$ cat config.mk
export PLATFORM = sky130hd
export DESIGN_NAME = lcmq_lowest_free
export DESIGN_NICKNAME = d
export VERILOG_FILES = /design/src/rtl/lcmq_pkg.sv /design/src/rtl/lcmq_lowest_free.sv
export SDC_FILE = /design/constraint.sdc
export NUM_CORES = 1
export LEC_CHECK = 0
export BUFFER_PORTS_ARGS = -buffer_cell sky130_fd_sc_hd__buf_2
export CORE_MARGIN = 5
export CORE_UTILIZATION = 42
export CTS_BUF_LIST = sky130_fd_sc_hd__clkbuf_8 sky130_fd_sc_hd__clkbuf_16
export CTS_CLUSTER_DIAMETER = 50
export DETAILED_ROUTE_END_ITERATION = 10
export PLACE_DENSITY_LB_ADDON = 0.08
export SLEW_MARGIN = 30
export SYNTH_ARGS = -nofsm -noshare
export SYNTH_HDL_FRONTEND = slang
export SYNTH_SLANG_ARGS = --single-unit
$ cat constraint.sdc
create_clock -name clock -period 3.5 [get_ports clock]
set_clock_uncertainty 0.2 [all_clocks]
set_input_delay 0.35 -clock clock [delete_from_list [all_inputs] [get_ports clock]]
set_output_delay 0.35 -clock clock [all_outputs]
set_load 0.01 [all_outputs]
$ cat src/rtl/lcmq_pkg.sv
`timescale 1ns / 1ps
// Shared sizes, widths, status codes and ring helpers for the linked-chunk message queue.
// Used by every module of the block; depends on nothing.
package lcmq_pkg;

   localparam int QUEUE_SLOTS = 16;
   localparam int POOL_CHUNKS = 64;
   localparam int CHUNK_SIZE  = 16;
   localparam int MAX_MESSAGE = 4096;

   localparam int SLOT_W  = $clog2(QUEUE_SLOTS);
   localparam int CHUNK_W = (POOL_CHUNKS > 1) ? $clog2(POOL_CHUNKS) : 1;
   localparam int LINK_W  = $clog2(POOL_CHUNKS + 1);
   localparam int OFF_W   = (CHUNK_SIZE > 1) ? $clog2(CHUNK_SIZE) : 1;
   localparam int LEN_W   = $clog2(MAX_MESSAGE + 1);
   localparam int FREE_W  = $clog2(POOL_CHUNKS + 1);
   localparam int GROUP   = 8;
   localparam int NUM_GROUPS = (POOL_CHUNKS + GROUP - 1) / GROUP;
   localparam int GROUP_W = (NUM_GROUPS > 1) ? $clog2(NUM_GROUPS) : 1;
   localparam int RSP_W   = 8 + LEN_W + SLOT_W + FREE_W;

   localparam logic [LINK_W-1:0] NULL_LINK = LINK_W'(POOL_CHUNKS);

   localparam logic [1:0] ST_OK    = 2'd0;
   localparam logic [1:0] ST_FULL  = 2'd1;
   localparam logic [1:0] ST_POOL  = 2'd2;
   localparam logic [1:0] ST_EMPTY = 2'd3;

   function automatic logic [SLOT_W-1:0] ring_next(input logic [SLOT_W-1:0] s);
      ring_next = (s == SLOT_W'(QUEUE_SLOTS - 1)) ? '0 : s + 1'b1;
   endfunction

   function automatic logic [SLOT_W-1:0] queue_len(input logic [SLOT_W-1:0] w,
                                                  input logic [SLOT_W-1:0] r);
      logic [SLOT_W:0] t;
      if (w >= r) begin
         t = {1'b0, w} - {1'b0, r};
      end else begin
         t = {1'b0, w} + (SLOT_W + 1)'(QUEUE_SLOTS) - {1'b0, r};
      end
      queue_len = t[SLOT_W-1:0];
   endfunction

endpackage

$ cat src/rtl/lcmq_lowest_free.sv
`timescale 1ns / 1ps
// Lowest free chunk finder: a registered group summary followed by a pick inside the group.
// Depends on lcmq_pkg. The result is valid the cycle after the free vector settles.
module lcmq_lowest_free (
   input  logic                                 clock,
   input  logic [lcmq_pkg::POOL_CHUNKS-1:0]     free_vec,
   output logic [lcmq_pkg::CHUNK_W-1:0]         lowest
);

   localparam int PAD = lcmq_pkg::NUM_GROUPS * lcmq_pkg::GROUP;

   logic [PAD-1:0]                      padded;
   logic [lcmq_pkg::NUM_GROUPS-1:0]     grp_ff;
   logic [lcmq_pkg::GROUP_W-1:0]        sel;
   logic [lcmq_pkg::GROUP-1:0]          bits;
   logic [2:0]                          pos;

   assign padded = PAD'(free_vec);

   always_ff @(posedge clock) begin
      for (int g = 0; g < lcmq_pkg::NUM_GROUPS; g++) begin
         grp_ff[g] <= |padded[g*lcmq_pkg::GROUP +: lcmq_pkg::GROUP];
      end
   end

   always_comb begin
      sel = '0;
      for (int g = lcmq_pkg::NUM_GROUPS - 1; g >= 0; g--) begin
         if (grp_ff[g]) begin
            sel = lcmq_pkg::GROUP_W'(g);
         end
      end
      bits = padded[sel*lcmq_pkg::GROUP +: lcmq_pkg::GROUP];
      pos = '0;
      for (int i = lcmq_pkg::GROUP - 1; i >= 0; i--) begin
         if (bits[i]) begin
            pos = 3'(i);
         end
      end
      lowest = lcmq_pkg::CHUNK_W'({sel, pos});
   end

endmodule

==> metrics.md, run 1 <==
| Metric | Value |
|---|---|
| # Post-CTS Setup Buffers | `0` |
| Placed wire-length estimate | `3060 um` |
| Detailed-route via count | `1,241` |
| FP Rows | `18` |
| Die Ht | `60.1 um` |
| Worst-margin pin slew | `0.471 ns` |
| Post-cts resize count | `0` |
| Synth Warn # | `0` |
| Die area | `3610 sq um` |
| Number of flip-flops under the largest register name | `8` |
| Initial antenna violation count | `0` |
| Tightest Hold Check Type | `input pin to flop` |
| TritonCTS Buffers | `3` |
| Outcome | `completed` |
| Vias in the first global route | `1,190` |
| Post-Synthesis Cells | `101` |
| Crit. End Element | `output port` |
| Final worst path period share | `92.9%` |
| Starting Density | `43.4%` |
| Boundary pin count | `71` |
| Max incr delay on CP | `0.54 ns` |
| H-tree levels | `1` |
| Tmin final | `3.25 ns` |
| Area Overhead vs Synth | `38.0%` |
| DRC errors left | `0` |
| Post-synthesis cell type count | `36` |
| Worst Path Required | `2.95 ns` |
| FFs w/ async S/R, synth | `0%` |
| Max Cap Viol | `0` |
| Final Hold Fails | `0` |
| CP max stage cell | `or4_4` |
| Antenna Cells | `0` |
| Final net count | `239` |
| Sequential Area | `160 sq um` |
| Total GRT Usage | `20.0%` |
| Pin count of the biggest net entering global routing | `18` |
| CTS Buffer Depth | `2` |
| Routed Antenna Nets | `0` |
| Crit path buf inv count | `2` |
| Final-report max-slew violation count | `0` |
| Worst Hold Path Cells | `3` |
| Input/output buffers | `70` |
| Register bit count reported by yosys | `8` |
| Vias/cell | `6.14` |
| Average size of a mapped cell | `10.4 sq um` |
| Syn Nets | `166` |
| Cts hold-fix bufs | `0` |
| Pre-antenna DRT Iters | `4` |
| Max_slew headroom | `68.3%` |
| Critical path depth in cells | `9` |
| Top flop regs | `grp_ff: 8 flops` |
| Setup tns final | `0 ns` |
| Fmax | `308 MHz` |
| Global-route wire length before repair | `5330 um` |
| Crit-path cells | `or4_4 > nor2_1 > buf_4 > mux2i_1 > mux2i_1 > a21oi_1 > nand3_1 > nor4_2 > buf_2` |
| Multi-input gate area | `840 sq um` |
| Critical Path Start Type | `flop` |
| Cell repeated most along the worst path | `mux2i_1` |
| Main flop type after synthesis | `dfxtp_1` |
| Commonest non-fill, non-tap cell in the layout | `buf_2` |
| Layout cell share with drive strength beyond 1 | `54.1%` |
| Pleak | `0.589 nW` |
| Clock sink count | `8` |
| Fill count | `224` |
| Total Wirelength | `3450 um` |
| Peak VDD IR | `243 uV` |
| Reg clk slew, reported paths | `0.04 ns` |
| TritonCTS clock tree | `built` |
| Finished Core Util | `59.8%` |
| Seq/Total Area, Yosys | `15.2%` |
| Final setup vio count | `0` |
| Critical path data arrival time | `2.70 ns` |
| Die extent in x | `60.1 um` |
| Largest Register | `grp_ff` |
| Mapped Area | `1050 sq um` |
| Placer Congestion | `0.898` |
| RSZ-0062 raised after global routing | `false` |
| Gr ovfl total | `0` |
| Initial drt markers | `56` |
| Crit-path max FO | `14` |
| Core area | `2430 sq um` |
| Critical path's top delay family | `simple AND/OR/NAND/NOR gates` |
| Most frequent cells in the layout | `buf_2, nor4_1, nand2_1, mux2i_1, dfxtp_1` |
| Critical path type | `flop to output port` |
| WL per Instance | `17.1 um` |
| CTS root buffer | `clkbuf_8` |
| EDFF count, synth | `0` |
| P per Cell Area | `198 nW/um^2` |
## final cells by class
class	instances	share of cell area, %
Sequential cell	8	11.0
Clock buffer	3	2.84
Inverter	1	0.258
Multi-Input combinational cell	87	57.7
Tap cell	30	2.58
Timing Repair Buffer	73	25.6
## metal layers
layer,vias up,wire (um),track usage [%]
met1,570,1390,26.1
met2,85,1570,32.1
met3,4,446,4.54
met4,0,45,6.65
li1,582,-,-
met5,-,0,0
## final timing paths
kind	start	end	slack [ns]
min	free_vec[5]	grp_ff[0]	0.12
max	grp_ff[3]	lowest[2]	0.25
## where the power goes
group | switching, mW | internal (mW) | leakage, nW
clock network | 0.0368 | 0.0745 | 0.0216
registers | 0.000346 | 0.0919 | 0.0648
logic | 0.0369 | 0.0470 | 0.503
## through the flow
stage | instances | total power [mW] | area [sq um] | setup slack, ns | hold slack (ns)
3_3_place_gp | 199 | 0.175 | 1410 | 0.559 | 0.359
4_1_cts | 202 | 0.289 | 1460 | 0.245 | 0.115
3_5_place_dp | 199 | 0.177 | 1410 | 0.502 | 0.346
6_report | 202 | 0.287 | 1460 | 0.248 | 0.116
5_1_grt | 202 | 0.304 | 1460 | 0.00108 | 0.133
2_1_floorplan | 101 | 0.124 | 1050 | 0.711 | 0.241
## Yosys cell counts (2+ instances only)
cell      instances  area share (%)
a221oi_1          2             1.7
dfxtp_1           8              15
mux2_2            5             5.3
o211ai_1          2             1.4
nand2_1           9             3.2
a21oi_1           3             1.4
o21ai_0           2            0.95
mux4_1            7              17
nor4_1           18              11
a21boi_0          2             1.4
buf_4             2             1.4
nor2_1            4             1.4
mux2i_1           8             7.6
mux4_2            5              11
nand3_1           3             1.4
## kinds of logic after synthesis
family / Yosys count / synth area share [%]
buffers and inverters: 6 / 5.22
flip-flops: 8 / 15.2
AO/OA/AOI/OAI: 20 / 15.2
AND/OR/NAND/NOR: 42 / 23.4
multiplexers: 25 / 41.0
Power figures use the tool's default switching activity.
==> inputs of run 2 (changes only) <==
- CORE_UTILIZATION: 42 -> 45
- clock period: 3.5 -> 4.1 ns (I/O delays scaled with it)
==> run 2 against run 1 <==
  * Critical path depth is the same
  * Non-clock buffer count decreased by 1
  * Count of clock-buffer cells in the layout unchanged
  * Combinational power decreased by 15%
  * Setup slack better by 0.49 ns
  * Sequential share of layout area rose by 0.076 points
  * Power down 14%
  * Via count shrank 2.1%
  * Core utilization rose by 4.9 points
  * Global-route usage up 1.2 points
  * Cell area down 0.69%
  * Highest routed layer unchanged
==> metrics.md, run 2 (synthesis gave the netlist of run 1 again) <==
| Metric | Value |
|---|---|
| Pre-antenna DRT Iters | `4 (unchanged)` |
| Cell repeated most along the worst path | `mux2i_1` |
| Crit path buf inv count | `2 (unchanged)` |
| Finished Core Util | `64.7% (+4.9 points)` |
| Reg clk slew, reported paths | `0.05 ns (about the same)` |
| Most frequent cells in the layout | `buf_2, nor4_1, nand2_1, mux2i_1, dfxtp_1` |
| Placed wire-length estimate | `3020 um (-1.3%)` |
| Final setup vio count | `0 (unchanged)` |
| Critical path data arrival time | `2.75 ns (+0.05 ns)` |
| # Post-CTS Setup Buffers | `0 (unchanged)` |
| P per Cell Area | `172 nW/um^2 (-13%)` |
| Fmax | `298 MHz` |
| Worst-margin pin slew | `0.560 ns (+0.0888 ns)` |
| Number of flip-flops under the largest register name | `8 (unchanged)` |
| Placed Area | `1400 sq um (-0.71%)` |
| Peak VDD IR | `261 uV (+7.1%)` |
| WL per Instance | `17.6 um (+3.0%)` |
| TritonCTS Buffers | `3 (unchanged)` |
| Boundary pin count | `71 (unchanged)` |
| Critical Path Start Type | `flop` |
| Layout Cells excl Fill | `199 (-1.5%)` |
| FP Rows | `17 (-1)` |
| TritonCTS clock tree | `built` |
| DRC errors left | `0 (unchanged)` |
| Max Cap Viol | `0 (unchanged)` |
| Starting Density | `47.2% (+3.9 points)` |
| Area Overhead vs Synth | `37.0%` |
| Critical path's top delay family | `simple AND/OR/NAND/NOR gates` |
| Antenna Cells | `0 (unchanged)` |
| Total Wirelength | `3500 um (+1.5%)` |
| Final net count | `238 (-0.42%)` |
| Final worst path period share | `82.0%` |
| Initial antenna violation count | `0 (unchanged)` |
| Clock sink count | `8 (unchanged)` |
| Layout cell share with drive strength beyond 1 | `53.8% (-0.27 points)` |
| Max incr delay on CP | `0.53 ns (about the same)` |
| Tmin final | `3.36 ns` |
| Detailed-route via count | `1,215 (-2.1%)` |
| Vias in the first global route | `1,224 (+2.9%)` |
| CTS root buffer | `clkbuf_8` |
| Pleak | `0.584 nW (-0.93%)` |
| Worst Path Required | `3.49 ns (+0.54 ns)` |
| Commonest non-fill, non-tap cell in the layout | `buf_2` |
| Tightest Hold Check Type | `input pin to flop` |
| Top flop regs | `grp_ff: 8 flops` |
| Placer Congestion | `0.913 (+1.6%)` |
| Dpl cells | `196 (-1.5%)` |
| CP max stage cell | `or4_4` |
| Pin count of the biggest net entering global routing | `21 (+3)` |
| Setup tns final | `0 ns (unchanged)` |
| Vias/cell | `6.11 (-0.62%)` |
| Core area | `2230 sq um (-8.2%)` |
| Cts hold-fix bufs | `0 (unchanged)` |
| CTS Buffer Depth | `2 (unchanged)` |
| Finished Cell Area | `1450 sq um (-0.69%)` |
| Final-report max-slew violation count | `0 (unchanged)` |
| Critical path type | `flop to output port` |
| Crit-path max FO | `20 (+6)` |
| Outcome | `completed` |
| Largest Register | `grp_ff` |
| Input/output buffers | `70 (unchanged)` |
| Final Power | `0.248 mW (-14%)` |
| Die Ht | `58.4 um (-2.8%)` |
| Die area | `3410 sq um (-5.6%)` |
| Routed Antenna Nets | `0 (unchanged)` |
| Max_slew headroom | `62.3% (-6.0 points)` |
| H-tree levels | `1 (unchanged)` |
| Initial drt markers | `45 (-20%)` |
| Post-cts resize count | `0 (unchanged)` |
| Global-route wire length before repair | `5490 um (+3.1%)` |
| Crit-path cells | `or4_4 > nor2_1 > buf_4 > mux2i_1 > mux2i_1 > a21oi_1 > nand3_1 > nor4_2 > buf_2` |
| Die extent in x | `58.4 um (-2.8%)` |
| Total GRT Usage | `21.2% (+1.2 points)` |
| Crit. End Element | `output port` |
| Final Hold Fails | `0 (unchanged)` |
| RSZ-0062 raised after global routing | `false` |
| Gr ovfl total | `0 (unchanged)` |
run 2: changes by cell type in the layout (fill, tap and decap cells not counted):
| cell | previous run | this run |
|---|---|---|
| buf_4 | 3 | 2 |
run 2: layout make-up:
class | instances | area, sq um
Multi-Input combinational cell | 87 | 840
Timing Repair Buffer | 72 | 365
Fill cell | 220 | 788
Tap cell | 28 | 35.0
Clock buffer | 3 | 41.3
Sequential cell | 8 | 160
Inverter | 1 | 3.75
run 2: metrics by stage:
stage,setup slack [ns],hold slack [ns]
floorplan,1.25,0.301
global placement,1.03,0.417
detailed placement,1.01,0.414
CTS,0.747,0.174
global route,0.503,0.183
finish,0.740,0.181
run 2: routing by layer:
metal	vias to the layer above	part of all wire (%)	track usage (%)
li1	583	-	-
met1	548	42	29.2
met2	79	44	32.1
met3	5	12	5.26
met4	0	1.5	7.28
met5	-	0	0
run 2: power breakdown:
group,total [mW],switching (mW),internal (mW)
clock,0.0979,0.0340,0.0639
sequential,0.0787,0.000303,0.0784
combinational,0.0716,0.0315,0.0401
run 2: final timing paths:
path / startpoint / endpoint / depth (start not counted)
max: grp_ff[2] / lowest[2] / 9
min: free_vec[24] / grp_ff[3] / 3
run 2: worst min-delay path, delay by kind of cell:
| kind | cells | cell delay [ns] |
|---|---|---|
| buf+inv | 1 | 0.09 |
| simple gates | 2 | 0.08 |
